===== config.mk =====
export PLATFORM = sky130hd
export DESIGN_NAME = wildcard_regex_matcher_flat
export DESIGN_NICKNAME = d
export VERILOG_FILES = /design/src/wrm_pkg.sv /design/src/wrm_if.sv /design/src/wildcard_regex_matcher.sv /design/src/wrm_dp.sv /design/src/wrm_ctrl.sv /design/src/flat_wrapper.sv
export SDC_FILE = /design/constraint.sdc
export NUM_CORES = 1
export LEC_CHECK = 0
export ABC_CLOCK_PERIOD_IN_PS = 7400
export CAP_MARGIN = 15
export CORE_UTILIZATION = 61
export DETAILED_ROUTE_END_ITERATION = 16
export DONT_BUFFER_PORTS = 1
export PLACE_DENSITY = 0.77
export SLEW_MARGIN = 10
export SYNTH_ARGS = -nofsm -noshare
export SYNTH_HDL_FRONTEND = slang
export SYNTH_HIERARCHICAL = 1
export SYNTH_SLANG_ARGS = --single-unit

===== constraint.sdc =====
create_clock -name clk -period 7.4 [get_ports clk]
set_input_delay 1.85 -clock clk [delete_from_list [all_inputs] [get_ports clk]]
set_output_delay 1.85 -clock clk [all_outputs]
set_load 0.01 [all_outputs]

===== src/wrm_pkg.sv =====
// ----------------------------------------------------------------------------
// wrm_pkg: shared definitions for the wildcard regex matcher
// Sizes, command and error codes, special pattern bytes and the
// command/status bundles between controller and datapath.
// ----------------------------------------------------------------------------
package wrm_pkg;

  // pattern capacity and derived widths
  localparam int MAX_PATTERN = 32;
  localparam int ROW_W       = MAX_PATTERN + 1;
  localparam int IDX_W       = $clog2(MAX_PATTERN + 1);
  localparam int ADDR_W      = $clog2(MAX_PATTERN);

  // field widths
  localparam int CMD_W = 2;
  localparam int SYM_W = 8;
  localparam int ERR_W = 2;

  // command codes
  localparam logic [CMD_W-1:0] CMD_NEW     = 2'd0;
  localparam logic [CMD_W-1:0] CMD_APPEND  = 2'd1;
  localparam logic [CMD_W-1:0] CMD_TEXT    = 2'd2;
  localparam logic [CMD_W-1:0] CMD_RESTART = 2'd3;

  // error codes
  localparam logic [ERR_W-1:0] ERR_OK        = 2'd0;
  localparam logic [ERR_W-1:0] ERR_FULL      = 2'd1;
  localparam logic [ERR_W-1:0] ERR_AFTER_TXT = 2'd2;
  localparam logic [ERR_W-1:0] ERR_LEAD_STAR = 2'd3;

  // special pattern bytes
  localparam logic [SYM_W-1:0] STAR_BYTE = 8'h2A;
  localparam logic [SYM_W-1:0] DOT_BYTE  = 8'h2E;

  // controller to datapath
  typedef struct packed {
    logic do_clear;
    logic do_append;
    logic do_restart;
    logic text_start;
    logic text_step;
    logic finish;
  } dp_cmd_t;

  // datapath to controller
  typedef struct packed {
    logic len_zero;
    logic step_last;
    logic out_free;
  } dp_stat_t;

endpackage


===== src/wrm_if.sv =====
// ----------------------------------------------------------------------------
// wrm_if: valid/ready channels of the wildcard regex matcher
// One interface for the input words and one for the result words.
// ----------------------------------------------------------------------------
interface wrm_in_if;
  import wrm_pkg::*;

  logic             valid;
  logic             ready;
  logic [CMD_W-1:0] cmd;
  logic [SYM_W-1:0] symbol;
  logic             text_last;

  modport source (output valid, cmd, symbol, text_last, input ready);
  modport sink   (input valid, cmd, symbol, text_last, output ready);
endinterface

interface wrm_out_if;
  import wrm_pkg::*;

  logic             valid;
  logic             ready;
  logic             matched;
  logic             is_final;
  logic [ERR_W-1:0] error_code;

  modport source (output valid, matched, is_final, error_code, input ready);
  modport sink   (input valid, matched, is_final, error_code, output ready);
endinterface


===== src/wildcard_regex_matcher.sv =====
// ----------------------------------------------------------------------------
// wildcard_regex_matcher: full-text matcher for '.' and '*' patterns
// Top level joining the controller and the datapath.
// ----------------------------------------------------------------------------
// Each input word is a command: start an empty pattern, append a pattern
// byte, feed a text byte, or restart the text; every word returns exactly one
// result word telling whether the text so far matches the whole pattern,
// plus an end-of-text echo and an error code. Pattern commands and restarts
// go straight to the finish state once accepted; a text byte first steps
// through each position of a nonempty pattern, as the match row is advanced
// one pattern position per cycle through the single read port of the pattern
// memory. A new word is taken once the previous result sits in the output
// register, so a waiting result stalls input only after the next word is
// done. No clearing pass is needed after reset.
module wildcard_regex_matcher (
  input  logic       clk,
  input  logic       rst_n,
  wrm_in_if.sink     in_ch,
  wrm_out_if.source  out_ch
);
  import wrm_pkg::*;

  dp_cmd_t  cmd;
  dp_stat_t stat;

  // sequencing
  wrm_ctrl u_ctrl (
    .clk      (clk),
    .rst_n    (rst_n),
    .in_valid (in_ch.valid),
    .in_cmd   (in_ch.cmd),
    .in_ready (in_ch.ready),
    .stat     (stat),
    .cmd      (cmd)
  );

  // pattern store, rows and result register
  wrm_dp u_dp (
    .clk            (clk),
    .rst_n          (rst_n),
    .cmd            (cmd),
    .symbol         (in_ch.symbol),
    .text_last      (in_ch.text_last),
    .out_ready      (out_ch.ready),
    .stat           (stat),
    .out_valid      (out_ch.valid),
    .out_matched    (out_ch.matched),
    .out_is_final   (out_ch.is_final),
    .out_error_code (out_ch.error_code)
  );

  // an accepted word is worked on before the next one is taken
  a_one_at_a_time: assert property (@(posedge clk) disable iff (!rst_n)
    (in_ch.valid && in_ch.ready) |=> !in_ch.ready)
    else $error("input taken while previous word still in progress");

  // end of text only comes from a text byte, which never flags an error
  a_final_no_error: assert property (@(posedge clk) disable iff (!rst_n)
    (out_ch.valid && out_ch.is_final) |-> (out_ch.error_code == ERR_OK))
    else $error("final text result carries an error code");

  // a fresh empty pattern always reports a match of the empty text
  a_new_matches: assert property (@(posedge clk) disable iff (!rst_n)
    (in_ch.valid && in_ch.ready && (in_ch.cmd == CMD_NEW) && !out_ch.valid)
    |=> ##1 (out_ch.valid && out_ch.matched))
    else $error("empty pattern did not match the empty text");

endmodule


===== src/wrm_dp.sv =====
// ----------------------------------------------------------------------------
// wrm_dp: matcher datapath
// Pattern memory, empty-text row, match row updated one pattern position
// per cycle, and the result register.
// ----------------------------------------------------------------------------
module wrm_dp (
  input  logic                     clk,
  input  logic                     rst_n,
  input  wrm_pkg::dp_cmd_t         cmd,
  input  logic [wrm_pkg::SYM_W-1:0] symbol,
  input  logic                     text_last,
  input  logic                     out_ready,
  output wrm_pkg::dp_stat_t        stat,
  output logic                     out_valid,
  output logic                     out_matched,
  output logic                     out_is_final,
  output logic [wrm_pkg::ERR_W-1:0] out_error_code
);
  import wrm_pkg::*;

  // pattern memory
  logic [SYM_W-1:0]  pat_mem [MAX_PATTERN];
  logic [SYM_W-1:0]  rd_data_r;
  logic [ADDR_W-1:0] rd_addr;
  logic              mem_we;

  // control state
  logic [IDX_W-1:0] len_r, len_nxt;
  logic [ROW_W-1:0] etr_r, etr_nxt;
  logic [ROW_W-1:0] row_r, row_nxt;
  logic             started_r, started_nxt;
  logic             out_valid_r, out_valid_nxt;

  // per-item payload
  logic [SYM_W-1:0] char_r, char_nxt;
  logic [SYM_W-1:0] prev_pat_r, prev_pat_nxt;
  logic [IDX_W-1:0] j_r, j_nxt;
  logic             n1_r, n1_nxt;
  logic             n2_r, n2_nxt;
  logic             mprev_r, mprev_nxt;
  logic             fin_r, fin_nxt;
  logic [ERR_W-1:0] err_r, err_nxt;
  logic             res_match_r, res_match_nxt;
  logic             res_fin_r, res_fin_nxt;
  logic [ERR_W-1:0] res_err_r, res_err_nxt;

  // append checks
  logic [ERR_W-1:0] app_err;
  logic [IDX_W-1:0] len_inc;
  logic             sym_star;

  // step terms
  logic star_pos;
  logic hit_prev;
  logic hit_cur;
  logic m_cur;
  logic n_cur;

  assign sym_star = (symbol == STAR_BYTE);
  assign len_inc  = len_r + IDX_W'(1);

  always_comb begin
    if (started_r) begin
      app_err = ERR_AFTER_TXT;
    end else if (len_r == IDX_W'(MAX_PATTERN)) begin
      app_err = ERR_FULL;
    end else if (sym_star && (len_r == '0)) begin
      app_err = ERR_LEAD_STAR;
    end else begin
      app_err = ERR_OK;
    end
  end

  // one pattern position of the text-byte update
  assign star_pos = (rd_data_r == STAR_BYTE) && (j_r >= IDX_W'(2));
  assign hit_prev = (prev_pat_r == DOT_BYTE) || (prev_pat_r == char_r);
  assign hit_cur  = (rd_data_r == DOT_BYTE) || (rd_data_r == char_r);
  assign m_cur    = row_r[j_r];
  assign n_cur    = star_pos ? (n2_r | (m_cur & hit_prev)) : (mprev_r & hit_cur);

  assign mem_we  = cmd.do_append && (app_err == ERR_OK);
  assign rd_addr = cmd.text_start ? '0 : j_r[ADDR_W-1:0];

  // next-state logic
  always_comb begin
    len_nxt       = len_r;
    etr_nxt       = etr_r;
    row_nxt       = row_r;
    started_nxt   = started_r;
    out_valid_nxt = out_valid_r;
    char_nxt      = char_r;
    prev_pat_nxt  = prev_pat_r;
    j_nxt         = j_r;
    n1_nxt        = n1_r;
    n2_nxt        = n2_r;
    mprev_nxt     = mprev_r;
    fin_nxt       = fin_r;
    err_nxt       = err_r;
    res_match_nxt = res_match_r;
    res_fin_nxt   = res_fin_r;
    res_err_nxt   = res_err_r;

    if (out_valid_r && out_ready) begin
      out_valid_nxt = 1'b0;
    end

    if (cmd.do_clear) begin
      len_nxt     = '0;
      etr_nxt     = ROW_W'(1);
      row_nxt     = ROW_W'(1);
      started_nxt = 1'b0;
      fin_nxt     = 1'b0;
      err_nxt     = ERR_OK;
    end else if (cmd.do_append) begin
      fin_nxt = 1'b0;
      err_nxt = app_err;
      if (app_err == ERR_OK) begin
        len_nxt = len_inc;
        // a star copies the bit two positions back, anything else clears
        etr_nxt[len_inc] = sym_star ? etr_r[len_r - IDX_W'(1)] : 1'b0;
        row_nxt = etr_nxt;
      end
    end else if (cmd.do_restart) begin
      row_nxt     = etr_r;
      started_nxt = 1'b0;
      fin_nxt     = 1'b0;
      err_nxt     = ERR_OK;
    end else if (cmd.text_start) begin
      char_nxt    = symbol;
      j_nxt       = IDX_W'(1);
      mprev_nxt   = row_r[0];
      row_nxt[0]  = 1'b0;
      n1_nxt      = 1'b0;
      n2_nxt      = 1'b0;
      started_nxt = 1'b1;
      fin_nxt     = text_last;
      err_nxt     = ERR_OK;
    end else if (cmd.text_step) begin
      // in-place row update, old bit kept for the next position
      row_nxt[j_r] = n_cur;
      mprev_nxt    = m_cur;
      n2_nxt       = n1_r;
      n1_nxt       = n_cur;
      prev_pat_nxt = rd_data_r;
      j_nxt        = j_r + IDX_W'(1);
    end else if (cmd.finish) begin
      res_match_nxt = row_r[len_r];
      res_fin_nxt   = fin_r;
      res_err_nxt   = err_r;
      out_valid_nxt = 1'b1;
      if (fin_r) begin
        row_nxt     = etr_r;
        started_nxt = 1'b0;
      end
    end
  end

  // pattern memory write and registered read
  always_ff @(posedge clk) begin
    if (mem_we) begin
      pat_mem[len_r[ADDR_W-1:0]] <= symbol;
    end
    rd_data_r <= pat_mem[rd_addr];
  end

  // control registers
  always_ff @(posedge clk) begin
    if (!rst_n) begin
      len_r       <= '0;
      etr_r       <= ROW_W'(1);
      row_r       <= ROW_W'(1);
      started_r   <= 1'b0;
      out_valid_r <= 1'b0;
    end else begin
      len_r       <= len_nxt;
      etr_r       <= etr_nxt;
      row_r       <= row_nxt;
      started_r   <= started_nxt;
      out_valid_r <= out_valid_nxt;
    end
  end

  // payload registers
  always_ff @(posedge clk) begin
    char_r      <= char_nxt;
    prev_pat_r  <= prev_pat_nxt;
    j_r         <= j_nxt;
    n1_r        <= n1_nxt;
    n2_r        <= n2_nxt;
    mprev_r     <= mprev_nxt;
    fin_r       <= fin_nxt;
    err_r       <= err_nxt;
    res_match_r <= res_match_nxt;
    res_fin_r   <= res_fin_nxt;
    res_err_r   <= res_err_nxt;
  end

  // status back to the controller
  assign stat.len_zero  = (len_r == '0);
  assign stat.step_last = (j_r == len_r);
  assign stat.out_free  = !out_valid_r || out_ready;

  assign out_valid      = out_valid_r;
  assign out_matched    = res_match_r;
  assign out_is_final   = res_fin_r;
  assign out_error_code = res_err_r;

endmodule


===== src/wrm_ctrl.sv =====
// ----------------------------------------------------------------------------
// wrm_ctrl: matcher controller
// Accepts one word at a time, sequences the per-position row update for
// text bytes and hands the result to the output register.
// ----------------------------------------------------------------------------
module wrm_ctrl (
  input  logic                      clk,
  input  logic                      rst_n,
  input  logic                      in_valid,
  input  logic [wrm_pkg::CMD_W-1:0] in_cmd,
  output logic                      in_ready,
  input  wrm_pkg::dp_stat_t         stat,
  output wrm_pkg::dp_cmd_t          cmd
);
  import wrm_pkg::*;

  localparam logic [1:0] ST_IDLE = 2'd0;
  localparam logic [1:0] ST_STEP = 2'd1;
  localparam logic [1:0] ST_FIN  = 2'd2;

  logic [1:0] state_r, state_nxt;
  logic       accept;

  assign in_ready = (state_r == ST_IDLE);
  assign accept   = in_valid && in_ready;

  // command decode and sequencing
  always_comb begin
    state_nxt = state_r;
    cmd       = '0;
    case (state_r)
      ST_IDLE: begin
        if (accept) begin
          state_nxt = ST_FIN;
          case (in_cmd)
            CMD_NEW:    cmd.do_clear  = 1'b1;
            CMD_APPEND: cmd.do_append = 1'b1;
            CMD_TEXT: begin
              cmd.text_start = 1'b1;
              if (!stat.len_zero) begin
                state_nxt = ST_STEP;
              end
            end
            default:    cmd.do_restart = 1'b1;
          endcase
        end
      end
      ST_STEP: begin
        cmd.text_step = 1'b1;
        if (stat.step_last) begin
          state_nxt = ST_FIN;
        end
      end
      ST_FIN: begin
        if (stat.out_free) begin
          cmd.finish = 1'b1;
          state_nxt  = ST_IDLE;
        end
      end
      default: state_nxt = ST_IDLE;
    endcase
  end

  always_ff @(posedge clk) begin
    if (!rst_n) begin
      state_r <= ST_IDLE;
    end else begin
      state_r <= state_nxt;
    end
  end

endmodule


===== src/flat_wrapper.sv =====
// flat-port wrapper written by rule: the top's interface ports become plain ports
module wildcard_regex_matcher_flat import wrm_pkg::*;
  (clk, rst_n, in_ch_valid, in_ch_cmd, in_ch_symbol, in_ch_text_last, in_ch_ready, out_ch_valid, out_ch_matched, out_ch_is_final, out_ch_error_code, out_ch_ready);
  wrm_in_if in_ch_i ();
  wrm_out_if out_ch_i ();
  input  logic clk;
  input  logic rst_n;
  input wire logic [$bits(in_ch_i.valid)-1:0] in_ch_valid;
  input wire logic [$bits(in_ch_i.cmd)-1:0] in_ch_cmd;
  input wire logic [$bits(in_ch_i.symbol)-1:0] in_ch_symbol;
  input wire logic [$bits(in_ch_i.text_last)-1:0] in_ch_text_last;
  output wire logic [$bits(in_ch_i.ready)-1:0] in_ch_ready;
  output wire logic [$bits(out_ch_i.valid)-1:0] out_ch_valid;
  output wire logic [$bits(out_ch_i.matched)-1:0] out_ch_matched;
  output wire logic [$bits(out_ch_i.is_final)-1:0] out_ch_is_final;
  output wire logic [$bits(out_ch_i.error_code)-1:0] out_ch_error_code;
  input wire logic [$bits(out_ch_i.ready)-1:0] out_ch_ready;
  assign in_ch_i.valid = in_ch_valid;
  assign in_ch_i.cmd = in_ch_cmd;
  assign in_ch_i.symbol = in_ch_symbol;
  assign in_ch_i.text_last = in_ch_text_last;
  assign in_ch_ready = in_ch_i.ready;
  assign out_ch_valid = out_ch_i.valid;
  assign out_ch_matched = out_ch_i.matched;
  assign out_ch_is_final = out_ch_i.is_final;
  assign out_ch_error_code = out_ch_i.error_code;
  assign out_ch_i.ready = out_ch_ready;
  wildcard_regex_matcher u_core (.clk(clk), .rst_n(rst_n), .in_ch(in_ch_i), .out_ch(out_ch_i));
endmodule

==> flow_metrics.tcl, run 1 <==
set metrics [dict create \
    drv_cap 0 \
    reg2reg_setup_slack_ns 2.72 \
    fin_nets 1467 \
    status "finished, final reports clean" \
    synth-simple-area-share_pct 11.3 \
    switching_share_pct 22.1 \
    syn-num-nets 1516 \
    drive_gt1_share_pct 13.2 \
    initial_utilization_pct 62.2 \
    tightest_slew_ns 1.25 \
    required_ns 7.83 \
    rsz0062_at_grt "no" \
    synth-edff-count 285 \
    crit_buf_inv 3 \
    startpoint_type "primary input" \
    synth_area_leaders "edfxtp_1 (48%), dfxtp_1 (9.7%), mux4_2 (7.9%)" \
    finalHoldWorstSlack_ns 0.437 \
    path_cells "inv_1 -> nor3_2 -> clkinv_1 -> nand2_4 -> buf_4 -> mux4_2 -> mux4_2 -> mux2_2" \
    htree_levels 2 \
    placement.io_buffers 0 \
    wl_per_cell_um 26.3 \
    setup_tns_ns 0 \
    r2r_cells 11 \
    maxSlewHeadroom_pct 16.3 \
    grt_usage_pct 32.3 \
    yosys.area.top_type "edfxtp_1" \
    synth.distinct_cells 78 \
    synth_xor_area_share_pct 1.80 \
    fin_skew_ns 0.0223 \
    ir_worst_vdd_v 0.000259 \
    synth_top_cell_area_share_pct 47.7 \
    placed_area_um2 18200 \
    p_int_mw 3.55 \
    hpwl_um 30900 \
    netlist_instances 1494 \
    diodes 0 \
    synth_mux_area_share_pct 11.9 \
    p_leak_nw 6.13 \
    drt-initial-drc-count 1871 \
    die_width_um 174 \
    rows 62 \
    syn2layout_area_growth_pct 8.76 \
    r2r-end "u_core/u_dp/row_r[25]" \
    yosys.area_share.adder_pct 0.488 \
    dp_cells 1786 \
    crit_family "multiplexers" \
    grt_pass1_wl_um 74000 \
    clkPwrFrac_pct 44.2 \
    ios 21 \
    setup_violations 0 \
    crit_path_max_incr_delay_ns 0.78 \
    root_buffer "clkbuf_16" \
    ys_seq_area_share_pct 57.4 \
    end_kind "register" \
    layout_common_cells "edfxtp_1 (285), nor2_1 (167), o21ai_0 (123), dfxtp_1 (86), nand2_1 (82)" \
    slew_violations 0 \
    period_share_pct 63.3 \
    grt_max_degree 78 \
    cts_resized 0 \
    grt_pass1_vias 12300 \
    hold_class "register to register" \
    drc 0 \
    die_y_um 174 \
    via_count 13300 \
    clockBufferDepth 3 \
    slowest_stage "nand2_4" \
    routed_wl_um 48800 \
    nFillCells 2016 \
    antenna_found_initial 1 \
    critPathArrivalTime_ns 5.12 \
    crit_type "primary input to register" \
    finalPower_mw 4.56 \
    clk_pin_slew_worst_paths_ns 0.06 \
    gp_congestion 1.01 \
    cts_tree "done" \
    numCtsBuffers 40 \
    avgViaCountPerCell 7.15 \
    yosys_warnings 6 \
    switchingPower_mw 1.01 \
    p_seq_share_pct 50.2 \
    crit-reg2reg-launch "u_core/u_dp/len_r[0]" \
    design_area_um2 19500 \
    cpMostUsedCell "mux4_2" \
    ys.flop_type "edfxtp_1" \
    combPwrFrac_pct 5.6 \
    critPathMaxFanout 77 \
    final-hold-violation-count 0 \
    cts_sinks 372 \
    cp.depth 8 \
    coreArea_um2 28900 \
    cts_hold_buf 0 \
    fin_cells 1859 \
    endpoint "u_core/u_dp/rd_data_r[7]" \
    synth-seq-cells 372 \
    dieArea_um2 30100 \
    cts_setup_buffers 0 \
    synth-compound-area-share_pct 13.8 \
    crit_start "in_ch_cmd[1]" \
    synth_top_family_by_area "compound AO/OA/AOI/OAI gates" \
    final_common_cell "edfxtp_1" \
    async_flop_share_pct 0 \
    p_per_area_nw_per_um2 233 \
    syn-mean-instance-area_um2 12.0 \
    dr.pass1.iters 6 \
    grt-ovfl-total 0 \
    fin_crit_ns 4.69 \
    syn-cell-area_um2 17900 \
    clk_latency_ns 0.55 \
    ant_nets 0 \
    fmax_ghz 0.213 \
]
-- power by group through the flow --
stage	Combinational, mW	Clock [mW]	Sequential [mW]
6_report	0.254	2.01	2.29
3_5_place_dp	0.242	0	2.33
2_1_floorplan	0.184	0	2.32
3_3_place_gp	0.236	0	2.33
5_1_grt	0.270	2.11	2.29
4_1_cts	0.247	2.03	2.29
-- kinds of logic after synthesis --
| group | Yosys count |
|---|---|
| muxes | 132 |
| adders and majority gates | 7 |
| buffers and inverters | 143 |
| xor gates and xnor gates | 36 |
| AOI/OAI and AO/OA | 377 |
| and+or+nand+nor | 427 |
| DFF | 372 |
-- worst min path at each step --
| stage | startpoint | endpoint | slack, ns | cells past startpoint |
|---|---|---|---|---|
| 6_report | u_core/u_dp/err_r[1] | u_core/u_dp/out_error_code[1] | 0.44 | 0 |
| 5_1_grt | u_core/u_dp/err_r[1] | u_core/u_dp/out_error_code[1] | 0.44 | 0 |
| 4_1_cts | u_core/u_dp/err_r[1] | u_core/u_dp/out_error_code[1] | 0.44 | 0 |
| 3_5_place_dp | u_core/u_dp/err_r[1] | u_core/u_dp/out_error_code[1] | 0.42 | 0 |
| 3_3_place_gp | u_core/u_dp/err_r[1] | u_core/u_dp/out_error_code[1] | 0.42 | 0 |
| 2_1_floorplan | u_core/u_dp/err_r[0] | u_core/u_dp/out_error_code[0] | 0.41 | 0 |
-- area by class of cell --
class,count,area (um2),area share [%]
sequential,372,10300,52.8
timing repair buffer,27,210,1.08
multi-input combinational,979,7090,36.3
clock buffer,49,1070,5.51
inverter,25,93.8,0.481
tap,384,480,2.46
clock inverter,23,270,1.38
-- per-layer routing --
metal  global-route usage, %  up-vias  share of wire (%)
met4                    8.81        2                3.0
met5                       0        -              0.020
li1                        -     5652                  -
met1                    46.5     6495                 39
met2                    48.6     1011                 45
met3                    8.73      134                 13
-- metrics by stage --
stage               setup WS (ns)  utilization, %
floorplan                    3.10               -
global route                 2.52            67.7
finish                       2.71            67.7
CTS                          2.71            67.6
detailed placement           2.20            62.9
global placement             2.30            62.9
-- synthesized netlist by cell type (27+ instances only) --
library cell / count
a21oi_1: 59
buf_2: 27
clkbuf_1: 70
dfxtp_1: 87
edfxtp_1: 285
mux2i_1: 53
mux4_2: 63
nand2_1: 84
nand3_1: 34
nor2_1: 168
nor3_1: 43
o21ai_0: 123
o221ai_1: 33
o22ai_1: 40
xnor2_1: 30
-- registers in the layout, indices dropped and copies added, names as in the netlist, 2 cells and up --
register	count
u_core/u_ctrl/state_r	2
u_core/u_dp/char_r	8
u_core/u_dp/err_r	2
u_core/u_dp/etr_r	33
u_core/u_dp/j_r	6
u_core/u_dp/len_r	6
u_core/u_dp/out_error_code	2
u_core/u_dp/pat_mem	256
u_core/u_dp/prev_pat_r	8
u_core/u_dp/rd_data_r	8
u_core/u_dp/row_r	33
(Power assumes the default switching activity.)
==> run 2: changes to the inputs <==
- ABC_AREA: unset -> 1
- ABC_CLOCK_PERIOD_IN_PS: 7400 -> 3880
- CORE_UTILIZATION: 61 -> 58
- PLACE_DENSITY: 0.77 -> 0.76
- clock period: 7.4 -> 3.88 ns (I/O delays scaled with it)
==> run 2 against run 1 <==
Against the previous run: highest routed layer is now met4; sequential cell count stayed put; sequential share of layout area is 0.79 points lower; first-iteration DRC count is 6.9% higher; total power is 96% higher; final area is 1.5% higher; critical path type is now register to register; critical endpoint is now u_core/u_dp/rd_data_r[6]; clock skew is 0.0015 ns higher; non-clock buffer count is 25 higher; final cell count is 30% higher; register-to-register slack worse by 2.1 ns; synthesized cell count is 35% higher.
==> flow_metrics.tcl, run 2 <==
set metrics [dict create \
    status "finished, final reports clean" \
    drv_cap 0 \
    clk_latency_ns 0.53 \
    period_share_pct 83.7 \
    via_count 15100 \
    crit_start "u_core/u_ctrl/state_r[0]" \
    hold_class "register to register" \
    fmax_ghz 0.308 \
    r2r_cells 12 \
    setup_tns_ns 0 \
    slew_violations 0 \
    p_leak_nw 7.01 \
    nFillCells 2468 \
    cp.depth 12 \
    crit_family "simple AND/OR/NAND/NOR gates" \
    grt_max_degree 74 \
    hpwl_um 32400 \
    maxSlewHeadroom_pct 39.3 \
    gp_congestion 0.957 \
    cts_sinks 372 \
    dieArea_um2 32000 \
    p_seq_share_pct 49.6 \
    yosys_warnings 6 \
    yosys.area.top_type "edfxtp_1" \
    synth_common_cells "nor2_1 (384), nand2_1 (305), edfxtp_1 (285), o21ai_0 (198), inv_1 (120)" \
    synth-edff-count 285 \
    avgViaCountPerCell 6.25 \
    layout_common_cells "nor2_1 (380), nand2_1 (305), edfxtp_1 (285), o21ai_0 (198), inv_1 (119)" \
    clkPwrFrac_pct 40.8 \
    endpoint "u_core/u_dp/rd_data_r[6]" \
    crit_path_max_incr_delay_ns 0.73 \
    crit_buf_inv 2 \
    cts_setup_buffers 0 \
    placed_area_um2 18600 \
    syn-num-nets 2035 \
    grt-ovfl-total 0 \
    fin_skew_ns 0.0238 \
    syn-mean-instance-area_um2 9.02 \
    cts_hold_buf 0 \
    placement.io_buffers 0 \
    setup_violations 0 \
    switchingPower_mw 2.23 \
    clockBufferDepth 3 \
    required_ns 4.34 \
    async_flop_share_pct 0 \
    critPathMaxFanout 31 \
    synth.distinct_cells 45 \
    dr.pass1.iters 6 \
    ys_seq_area_share_pct 56.7 \
    clk_pin_slew_worst_paths_ns 0.06 \
    crit-reg2reg-launch "u_core/u_ctrl/state_r[0]" \
    final-hold-violation-count 0 \
    synth_top_cell_area_share_pct 47.1 \
    die_width_um 179 \
    path_cells "nor2_2 -> nand2_2 -> nor3_2 -> nor2_4 -> clkinv_2 -> buf_4 -> nor2_1 -> o311ai_0 -> o211ai_1 -> nand2_1 -> nor2_1 -> a31oi_1" \
    drc 0 \
    cts_tree "done" \
    slowest_stage "o311ai_0" \
    startpoint_type "register" \
    syn-cell-area_um2 18200 \
    coreArea_um2 30700 \
    initial_utilization_pct 59.2 \
    grt_pass1_wl_um 78700 \
    cpMostUsedCell "nor2_1" \
    ir_worst_vdd_v 0.000309 \
    tightest_slew_ns 0.907 \
    die_y_um 179 \
    p_per_area_nw_per_um2 452 \
    synth_area_leaders "edfxtp_1 (47%), dfxtp_1 (9.6%), nor2_1 (7.9%)" \
    end_kind "register" \
    fin_crit_ns 3.25 \
    routed_wl_um 51000 \
    rsz0062_at_grt "no" \
    ios 21 \
    synthMostInstantiatedCell "nor2_1" \
    root_buffer "clkbuf_16" \
    wl_per_cell_um 21.1 \
    drt-initial-drc-count 2000 \
    drive_gt1_share_pct 8.43 \
    netlist_instances 2013 \
    fin_nets 2009 \
    finalPower_mw 8.95 \
    combPwrFrac_pct 9.6 \
    synth-seq-cells 372 \
    switching_share_pct 24.9 \
    htree_levels 2 \
    antenna_found_initial 0 \
    rows 64 \
    r2r-end "u_core/u_dp/rd_data_r[6]" \
    reg2reg_setup_slack_ns 0.63 \
    cts_resized 0 \
    diodes 0 \
    design_area_um2 19800 \
    numCtsBuffers 40 \
    grt_pass1_vias 14100 \
    ys.flop_type "edfxtp_1" \
    final_common_cell "nor2_1" \
    largest_reg_flops 256 \
    syn2layout_area_growth_pct 9.14 \
    p_int_mw 6.72 \
    crit_type "register to register" \
    critPathArrivalTime_ns 3.71 \
    ant_nets 0 \
    grt_usage_pct 32.2 \
]
[run 2: worst min-delay path by stage]
stage / from / endpoint / slack, ns / cells past startpoint
final: u_core/u_dp/err_r[0] / u_core/u_dp/out_error_code[0] / 0.44 / 0
after global routing: u_core/u_dp/err_r[0] / u_core/u_dp/out_error_code[0] / 0.46 / 0
after CTS: u_core/u_dp/err_r[0] / u_core/u_dp/out_error_code[0] / 0.44 / 0
after detailed placement: u_core/u_dp/err_r[0] / u_core/u_dp/out_error_code[0] / 0.42 / 0
after global placement: u_core/u_dp/err_r[0] / u_core/u_dp/out_error_code[0] / 0.42 / 0
after floorplan: u_core/u_dp/err_r[0] / u_core/u_dp/out_error_code[0] / 0.41 / 0
[run 2: logic make-up after synthesis]
family	share of synthesized area, %
AOI/OAI and AO/OA	15.0
DFF	56.7
adders and majority gates	0.482
xor gates and xnor gates	0.682
and+or+nand+nor	21.1
buffers and inverters	5.96
[run 2: power groups by stage]
| stage | clock network (mW) | registers (mW) | logic, mW |
|---|---|---|---|
| 2_1_floorplan | 0 | 4.48 | 0.607 |
| 3_3_place_gp | 0 | 4.52 | 0.814 |
| 3_5_place_dp | 0 | 4.52 | 0.832 |
| 4_1_cts | 3.69 | 4.43 | 0.837 |
| 5_1_grt | 3.86 | 4.44 | 0.939 |
| 6_report | 3.65 | 4.44 | 0.861 |
[run 2: cell type report]
cell class              instances  area (um2)  share of cell area [%]
well taps                     396         495                    2.50
inverters                     136         514                    2.60
clock inverters                27         224                    1.13
clock buffers                  45        1020                    5.15
flip-flops and latches        372       10300                    52.0
multi-input cells            1385        6810                    34.4
repair buffers                 52         453                    2.29
[run 2: per-stage QoR]
step | instances | setup slack (ns) | hold WS, ns | utilization (%)
after floorplan | 2013 | 1.00 | 0.409 | -
after global placement | 2341 | 0.365 | 0.417 | 60.6
after detailed placement | 2341 | 0.348 | 0.423 | 60.6
after CTS | 2413 | 0.641 | 0.438 | 64.6
after global routing | 2413 | 0.436 | 0.460 | 64.6
final | 2413 | 0.632 | 0.437 | 64.6
[run 2: routing by layer]
layer | GRT usage (%) | share of wire [%] | vias to the layer above
li1 | - | - | 6906
met1 | 43.2 | 40 | 7112
met2 | 52.0 | 47 | 899
met3 | 5.32 | 9.4 | 158
met4 | 13.3 | 4.1 | 0
met5 | 0 | 0 | -
